`src/sv/bpc_pkg.sv`:
```
package bpc_pkg;

  // Field widths fixed by the stream format
  localparam int FACES_W  = 11;
  localparam int SUM_W    = 11;
  localparam int WAYS_W   = 64;
  localparam int IN_TW    = 24;  // faces + target_sum, padded to whole bytes
  localparam int OUT_TW   = 72;  // ways + overflow, padded to whole bytes

  // One partition count, saturating at all ones
  typedef logic [WAYS_W-1:0] count_t;

endpackage

```
`src/sv/bpc_sat_add.sv`:
```
module bpc_sat_add (
  input  bpc_pkg::count_t a,
  input  bpc_pkg::count_t b,
  output bpc_pkg::count_t sum,
  output logic            ovf
);
  import bpc_pkg::*;

  logic [WAYS_W:0] full;

  // Add with a carry bit, clamp to all ones when it carries out
  assign full = {1'b0, a} + {1'b0, b};
  assign ovf  = full[WAYS_W];
  assign sum  = ovf ? {WAYS_W{1'b1}} : full[WAYS_W-1:0];

endmodule

```
`config.mk`:
```
export PLATFORM = sky130hd
export DESIGN_NAME = bpc_sat_add
export DESIGN_NICKNAME = d
export VERILOG_FILES = /design/src/sv/bpc_pkg.sv /design/src/sv/bpc_sat_add.sv
export SDC_FILE = /design/constraint.sdc
export NUM_CORES = 1
export LEC_CHECK = 0
export BUFFER_PORTS_ARGS = -buffer_cell sky130_fd_sc_hd__buf_2
export CORE_ASPECT_RATIO = 1.75
export CORE_MARGIN = 4
export CORE_UTILIZATION = 35
export DETAILED_ROUTE_END_ITERATION = 8
export PLACE_DENSITY = 0.67
export RECOVER_POWER = 25
export SETUP_SLACK_MARGIN = 0.1
export SYNTH_ARGS = -nofsm -noshare
export SYNTH_HDL_FRONTEND = slang
export SYNTH_SLANG_ARGS = --single-unit
```
`constraint.sdc`:
```
create_clock -name vclk -period 6.3
set_input_delay 0 -clock vclk [all_inputs]
set_output_delay 0 -clock vclk [all_outputs]
set_load 0.01 [all_outputs]
```
==> results of run 1 <==
power groups by stage:
stage	sequential [mW]	clock (mW)	combinational [mW]
2_1_floorplan	0	0	0.500
5_1_grt	0	0	0.801
4_1_cts	0	0	0.732
3_3_place_gp	0	0	0.728
3_5_place_dp	0	0	0.728
6_report	0	0	0.726
per-stage QoR:
| step | setup slack (ns) | cells | hold slack (ns) | area [sq um] | total power [mW] |
|---|---|---|---|---|---|
| after floorplan | 3.851 | 673 | 0.2216 | 4399 | 0.5004 |
| after global placement | 2.610 | 996 | 0.3841 | 5386 | 0.7279 |
| after detailed placement | 2.524 | 996 | 0.4050 | 5386 | 0.7285 |
| after CTS | 2.517 | 996 | 0.4078 | 5386 | 0.7318 |
| after global routing | 1.430 | 996 | 0.4865 | 5353 | 0.8007 |
| final | 1.898 | 996 | 0.4222 | 5353 | 0.7260 |
placed cells by master (no fill, tap or decap), drive strengths merged, types with 2 or more instances in the layout:
cell / netlist / layout
buf: 19 / 181
o21a: 7 / 7
o221ai: 3 / 3
o21bai: 13 / 13
and4: 3 / 3
nand2: 109 / 109
o22ai: 4 / 4
nand3: 8 / 8
a31oi: 6 / 6
nor4: 6 / 6
nor2: 44 / 44
nand4: 33 / 33
or3b: 2 / 2
a21boi: 7 / 7
a211oi: 8 / 8
nor3: 22 / 22
a22oi: 2 / 2
inv: 25 / 25
mux2i: 3 / 3
o21ai: 51 / 51
a21o: 22 / 22
nor2b: 3 / 3
xnor2: 33 / 33
nand2b: 6 / 6
o211ai: 11 / 11
nand3b: 4 / 4
a21oi: 91 / 91
xor2: 25 / 25
o31ai: 6 / 6
or4: 2 / 2
clkbuf: 18 / 14
or3: 3 / 3
ha: 64 / 64
final cells by class:
| cell class | instances | area (sq um) |
|---|---|---|
| Fill cell | 1370 | 6783 |
| Timing Repair Buffer | 195 | 962.2 |
| Tap cell | 165 | 206.4 |
| Multi-Input combinational cell | 611 | 4090 |
| Inverter | 25 | 93.84 |
cell families (layout without fill, tap and decap cells):
group | count (synthesis) | count (layout) | share of synthesized area [%]
adder cells (fa/ha/maj) | 65 | 65 | 18.66
XOR/XNOR | 58 | 58 | 11.55
multiplexers | 3 | 3 | 0.6826
AO/OA/AOI/OAI | 238 | 238 | 32.96
AND/OR/NAND/NOR | 247 | 247 | 29.21
buffers and inverters | 62 | 220 | 6.939
cells in the mapped netlist, drive strengths merged:
library cell	instances	area, sq um
nand2	109	531.8
a21oi	91	455.4
ha	64	800.8
o21ai	51	255.2
nor2	44	165.2
nand4	33	219.0
xnor2	33	289.0
inv	25	93.84
xor2	25	219.0
a21o	22	165.2
nor3	22	110.1
buf	19	143.9
clkbuf	18	67.56
o21bai	13	97.59
o211ai	11	82.58
a211oi	8	60.06
nand3	8	40.04
a21boi	7	52.55
o21a	7	52.55
a31oi	6	52.55
nand2b	6	37.54
nor4	6	37.54
o31ai	6	45.04
nand3b	4	30.03
o22ai	4	25.02
and4	3	26.28
mux2i	3	30.03
nor2b	3	18.77
o221ai	3	26.28
or3	3	23.77
a22oi	2	15.01
or3b	2	17.52
or4	2	15.01
a2111oi	1	10.01
a221o	1	10.01
a221oi	1	8.760
a31o	1	8.760
a41oi	1	8.760
and3	1	6.260
fa	1	20.02
o21ba	1	10.01
o41ai	1	8.760
or2	1	6.260
metal layers:
metal / share of wire [%] / wire length, um
met1: 36 / 5833
met2: 57 / 9044
met3: 4.4 / 697
met4: 2.6 / 410
met5: 0 / 0
how the worst min path moves through the flow:
stage                     start  slack, ns     end
after floorplan            b[0]       0.22  sum[0]
after global placement     b[0]       0.38  sum[0]
after detailed placement   b[0]       0.41  sum[0]
after CTS                  b[0]       0.41  sum[0]
after global routing       b[0]       0.49  sum[0]
final                      b[0]       0.42  sum[0]
worst max-delay path, cell delays in order:
cell	delay, ns
buf_2	0.10
ha_1	0.24
fa_1	0.44
a211oi_1	0.30
o211ai_1	0.15
nand3_1	0.13
a21oi_1	0.09
or3_4	0.39
a31oi_1	0.33
nor2_1	0.13
o21ai_4	0.48
clkbuf_2	1.20
o21ai_1	0.18
buf_2	0.22
==> results.cfg, run 1 <==
[timing]
fin_crit_sh_pct = 69.88
final_hold_viol_count = 0
fin_setup_tns_ns = 0
fmax_mhz = 227.2
setup_viol_count_final = 0
rsz0062_at_grt = no
worst_pin_slew_ns = 1.501
finalCriticalPeriod_ns = 4.402
slew_headroom_pct = -0.05306
slew_violations = 40

[power]
p_sw_share_pct = 59.69
p_leak_nw = 2.524
clkPwrFrac_pct = 0
power_frac_comb_pct = 100.0
switchingPower_mw = 0.4334
pwr-share-seq_pct = 0
vdd_drop_max_mv = 0.05815
p_int_mw = 0.2927
power_density_mw_per_mm2 = 135.6

[global_routing]
grt_start_max_net_pins = 54
grt_use_met2_pct = 44.43
met1_usage_pct = 21.67
gr-total-overflow = 0
grt.busiest_layer = met2
grt_pass1_vias = 5435
grt_use_total_pct = 20.88
globalRouteMet3Util_pct = 1.010
grt_pass1_wl_um = 25310
antenna_found_initial = 0

[drt]
drc = 0
via_count = 5509
drt_iter0_markers = 217
vias_per_cell = 5.531
final_antenna_net_count = 0
wire_per_inst_um = 16.05
wl_um = 15990
first_pass_iters = 4

[setup_path]
path_max_fanout = 53
crit_type = in -> out
crit_required_ns = 6.30
cp-endpoint = sum[54]
crit_start = a[0]
crit_arrival_ns = 4.40
cp-start-kind = primary input
endpoint_kind = primary output

[clock_tree]
cts_resized = 0
ctsHoldBuffers = 0
cts_setup_buffers = 0

[cells_and_area]
clock_buffers = 0
drive_gt1_share_pct = 28.88
areaGrowthSynthToFinish_pct = 21.67
diodes = 0
seq_cell_count = 0
fin_nets = 1026
register_area_sq_um = 0
utilization_pct = 44.11

[die]
core.rowCount = 53
die_w_um = 92.75
fp.dieH_um = 156.3
ios = 193
initial_core_util_pct = 36.25
fp.dieArea_sq_mm = 0.01450
core_area_sq_mm = 0.01214

[synthesis]
syn_avg_cell_area_sq_um = 6.537
yosysWarnings = 0
yosysSeqAreaShare_pct = 0
synth_cells = 673
synth.distinct_cells = 53
synth_nets = 866
syn_area_sq_mm = 0.004399

[place]
port_buffers = 193
place_congestion = 0.9659
hpwl_um = 14020

[outcome]
violations = max-capacitance violations, max-slew violations
status = complete, but fails checks

[worst_hold_path]
hold_depth = 4
worstHoldPathType = in -> out

[run]
maxCapViolCount = 1
(Power assumes the default switching activity.)
==> inputs of run 2 (changes only) <==
==> constraint.sdc (replaced) <==
create_clock -name vclk -period 4.3
set_input_delay 0 -clock vclk [all_inputs]
set_output_delay 0 -clock vclk [all_outputs]
set_load 0.01 [all_outputs]
==> run 2 against run 1 <==
Net effect: the run still ends with max-capacitance violations, max-slew violations left; final cell count increased by 0.30%; sequential share of layout area unchanged; critical endpoint is now sum[36]; clock-buffer cell count unchanged; core utilization increased by 0.052 points; worst hold slack got worse by 0.0058 ns; flip-flop and latch count unchanged; die area unchanged.
==> results.cfg, run 2 (same netlist as run 1, synthesis figures left out) <==
[timing]
rsz0062_at_grt = no
fin_setup_tns_ns = 0
fmax_mhz = 259.8
fin_crit_sh_pct = 89.51
slew_violations = 14
finalCriticalPeriod_ns = 3.849
slew_headroom_pct = -1.275
fin_ws_ns = 0.4509
setup_viol_count_final = 0
whs_ns = 0.4163
final_hold_viol_count = 0
worst_pin_slew_ns = 1.509

[global_routing]
gr-total-overflow = 0
grt_pass1_vias = 5540
grt_use_total_pct = 20.71
grt_pass1_wl_um = 25100
antenna_found_initial = 0
grt_start_max_net_pins = 41

[die]
fp.dieH_um = 156.3
ios = 193
core_area_sq_mm = 0.01214
fp.dieArea_sq_mm = 0.01450
die_w_um = 92.75
core.rowCount = 53
initial_core_util_pct = 36.25

[cells_and_area]
final_common_cell = buf_2
clock_buffers = 0
fin_nets = 1029
areaGrowthSynthToFinish_pct = 21.81
layout_common_cells = buf_2 (188), a21oi_1 (91), nand2_1 (66)
stdcell_count = 999
register_area_sq_um = 0
fill_cells = 1343
seq_cell_count = 0
diodes = 0
drive_gt1_share_pct = 29.02

[drt]
drt_iter0_markers = 179
wl_um = 16300
via_count = 5538
wire_per_inst_um = 16.32
final_antenna_net_count = 0
drc = 0
vias_per_cell = 5.544
first_pass_iters = 5

[setup_path]
endpoint_kind = primary output
crit_arrival_ns = 3.85
path_max_fanout = 13
crit_type = in -> out
cp-start-kind = primary input
crit_required_ns = 4.30

[power]
power_density_mw_per_mm2 = 199.4
vdd_drop_max_mv = 0.08065
p_leak_nw = 2.548

[outcome]
status = complete, but fails checks
violations = max-capacitance violations, max-slew violations

[place]
dpl.cell_count = 998
place_congestion = 0.9823
dp_slack_ns = 0.3114
port_buffers = 193
hpwl_um = 14160

[clock_tree]
ctsHoldBuffers = 0
cts_setup_buffers = 0
cts_resized = 0

[worst_hold_path]
worstHoldPathType = in -> out

[run]
maxCapViolCount = 1
[run 2: per-layer routing]
| metal | up-vias | track usage, % | wire length (um) |
|---|---|---|---|
| met5 | - | 0 | 0 |
| met4 | 0 | 7.966 | 658 |
| met3 | 48 | 1.251 | 657 |
| met2 | 185 | 42.66 | 9129 |
| met1 | 2516 | 21.08 | 5853 |
| li1 | 2789 | - | - |
[run 2: worst paths after layout]
check / from / to / slack [ns] / cells past startpoint
setup / recovery: a[0] / sum[36] / 0.45 / 13
hold / removal: b[0] / sum[0] / 0.42 / 4
[run 2: power by group]
part           internal (mW)  switching, mW
clock                      0              0
sequential                 0              0
combinational          0.431          0.637
total                  0.431          0.637
[run 2: cell type report]
type                       count  area (sq um)  share of cell area [%]
tap                          165         206.4                   3.852
inverter                      25         93.84                   1.751
timing repair buffer         197         989.7                   18.47
multi-input combinational    612          4069                   75.93
[run 2: per-stage QoR]
stage	cell area, sq um	total power, mW	utilization [%]
2_1_floorplan	4399	0.7331	-
3_3_place_gp	5401	1.072	44.51
6_report	5359	1.069	44.16
4_1_cts	5401	1.078	44.51
5_1_grt	5359	1.175	44.16
3_5_place_dp	5401	1.072	44.51
[run 2: critical path, stage by stage]
cell and delay [ns]:
buf_2 0.10, ha_1 0.25, fa_1 0.44, a211oi_1 0.31, o211ai_1 0.14, nand3_1 0.12, a21oi_1 0.09, or3_1 0.40
a31oi_1 0.35, nor2_1 0.20, o21ai_1 1.18, nand2_2 0.07, buf_2 0.20
==> inputs of run 3 (changes only) <==
--- a/config.mk
+++ b/config.mk
@@ -10,7 +10,7 @@
 export CORE_MARGIN = 4
 export CORE_UTILIZATION = 35
 export DETAILED_ROUTE_END_ITERATION = 8
-export PLACE_DENSITY = 0.67
+export PLACE_DENSITY_LB_ADDON = 0.1
 export RECOVER_POWER = 25
 export SETUP_SLACK_MARGIN = 0.1
 export SYNTH_ARGS = -nofsm -noshare
==> run 3 against run 2 <==
Net effect: the run now ends clean; via count grew 0.56%; worst setup slack gained 0.12 ns; wire length up 5.6%; final cell count rose by 0.10%; first-iteration DRC count up 0.56%; fmax increased by 3.3%; largest cell class unchanged; largest power group unchanged.
==> results.cfg, run 3 (same netlist as run 1, synthesis figures left out) <==
[drt]
first_pass_iters = 5
wire_per_inst_um = 17.21
drt_iter0_markers = 180
via_count = 5569
drc = 0
final_antenna_net_count = 0
vias_per_cell = 5.569
wl_um = 17210

[global_routing]
antenna_found_initial = 0
grt_pass1_wl_um = 26790
grt_use_total_pct = 22.09
grt_start_max_net_pins = 34
grt_pass1_vias = 5663
gr-total-overflow = 0

[cells_and_area]
layout_common_cells = buf_2 (180), a21oi_1 (91), ha_1 (64)
areaGrowthSynthToFinish_pct = 22.35
multi_input_area_sq_mm = 0.004099
fin_nets = 1030
diodes = 0
seq_cell_count = 0
final_common_cell = buf_2
fill_cells = 1378
register_area_sq_um = 0
drive_gt1_share_pct = 29.10
clock_buffers = 0

[timing]
rsz0062_at_grt = no
slew_violations = 0
finalCriticalPeriod_ns = 3.725
fin_crit_sh_pct = 86.62
worst_pin_slew_ns = 1.075
slew_headroom_pct = 28.29
final_hold_viol_count = 0
fmax_mhz = 268.5
setup_viol_count_final = 0
fin_setup_tns_ns = 0

[clock_tree]
cts_setup_buffers = 0
cts_resized = 0
ctsHoldBuffers = 0

[setup_path]
crit_arrival_ns = 3.72
crit_type = in -> out
crit_required_ns = 4.30
path_max_fanout = 28
cp-start-kind = primary input
endpoint_kind = primary output

[power]
p_sw_share_pct = 60.17
vdd_drop_max_mv = 0.08865
power_frac_comb_pct = 100.0
clkPwrFrac_pct = 0
power_density_mw_per_mm2 = 201.3
p_leak_nw = 2.537
pwr-share-seq_pct = 0
switchingPower_mw = 0.6520
p_int_mw = 0.4315
power_mw = 1.084

[outcome]
status = complete, no violations

[die]
die_w_um = 92.75
core_area_sq_mm = 0.01214
initial_core_util_pct = 36.25
fp.dieH_um = 156.3
ios = 193
fp.dieArea_sq_mm = 0.01450
core.rowCount = 53

[run]
maxCapViolCount = 0

[worst_hold_path]
worstHoldPathType = in -> out

[place]
place_congestion = 0.9404
port_buffers = 193
hpwl_um = 14990
-- run 3: changes by cell type in the layout (fill, tap and decap cells not counted), sizes merged --
cell / before / now
buf: 192 / 184
clkbuf: 5 / 14
-- run 3: area by class of cell --
cell class	count	area share (%)
repair buffers	198	18.27
well taps	165	3.835
multi-input cells	612	76.15
inverters	25	1.743
-- run 3: per-layer routing --
layer | GRT usage, % | vias up | wire length (um)
li1 | - | 2783 | -
met1 | 22.89 | 2562 | 6316
met2 | 46.92 | 188 | 9668
met3 | 1.251 | 36 | 760
met4 | 4.752 | 0 | 463
met5 | 0 | - | 0
-- run 3: power by group through the flow --
stage | clock, mW | sequential (mW) | combinational [mW]
after floorplan | 0 | 0 | 0.733
after global placement | 0 | 0 | 1.09
after detailed placement | 0 | 0 | 1.09
after CTS | 0 | 0 | 1.09
after global routing | 0 | 0 | 1.20
final | 0 | 0 | 1.08
-- run 3: per-stage QoR --
step	cells	worst slack, ns	util (%)	instance area (sq um)	hold slack [ns]
floorplan	673	1.851	-	4399	0.2216
global placement	999	0.4895	44.57	5409	0.3798
detailed placement	999	0.3145	44.57	5409	0.3778
CTS	999	0.2989	44.57	5409	0.3824
global route	1000	0.1740	44.36	5383	0.4576
finish	1000	0.5752	44.36	5383	0.4053
-- run 3: path summary, 6_finish.rpt --
kind,from,endpoint,depth (start not counted)
max,a[0],sum[54],14
min,b[0],sum[0],4
-- run 3: critical path, cell delays in order --
cell      delay, ns
buf_2          0.10
ha_1           0.25
fa_1           0.45
a211oi_1       0.33
o211ai_1       0.15
nand3_1        0.12
a21oi_1        0.09
or3_4          0.39
a31oi_1        0.32
nor2_1         0.18
o21ai_4        0.51
buf_4          0.49
o21ai_1        0.15
buf_2          0.17
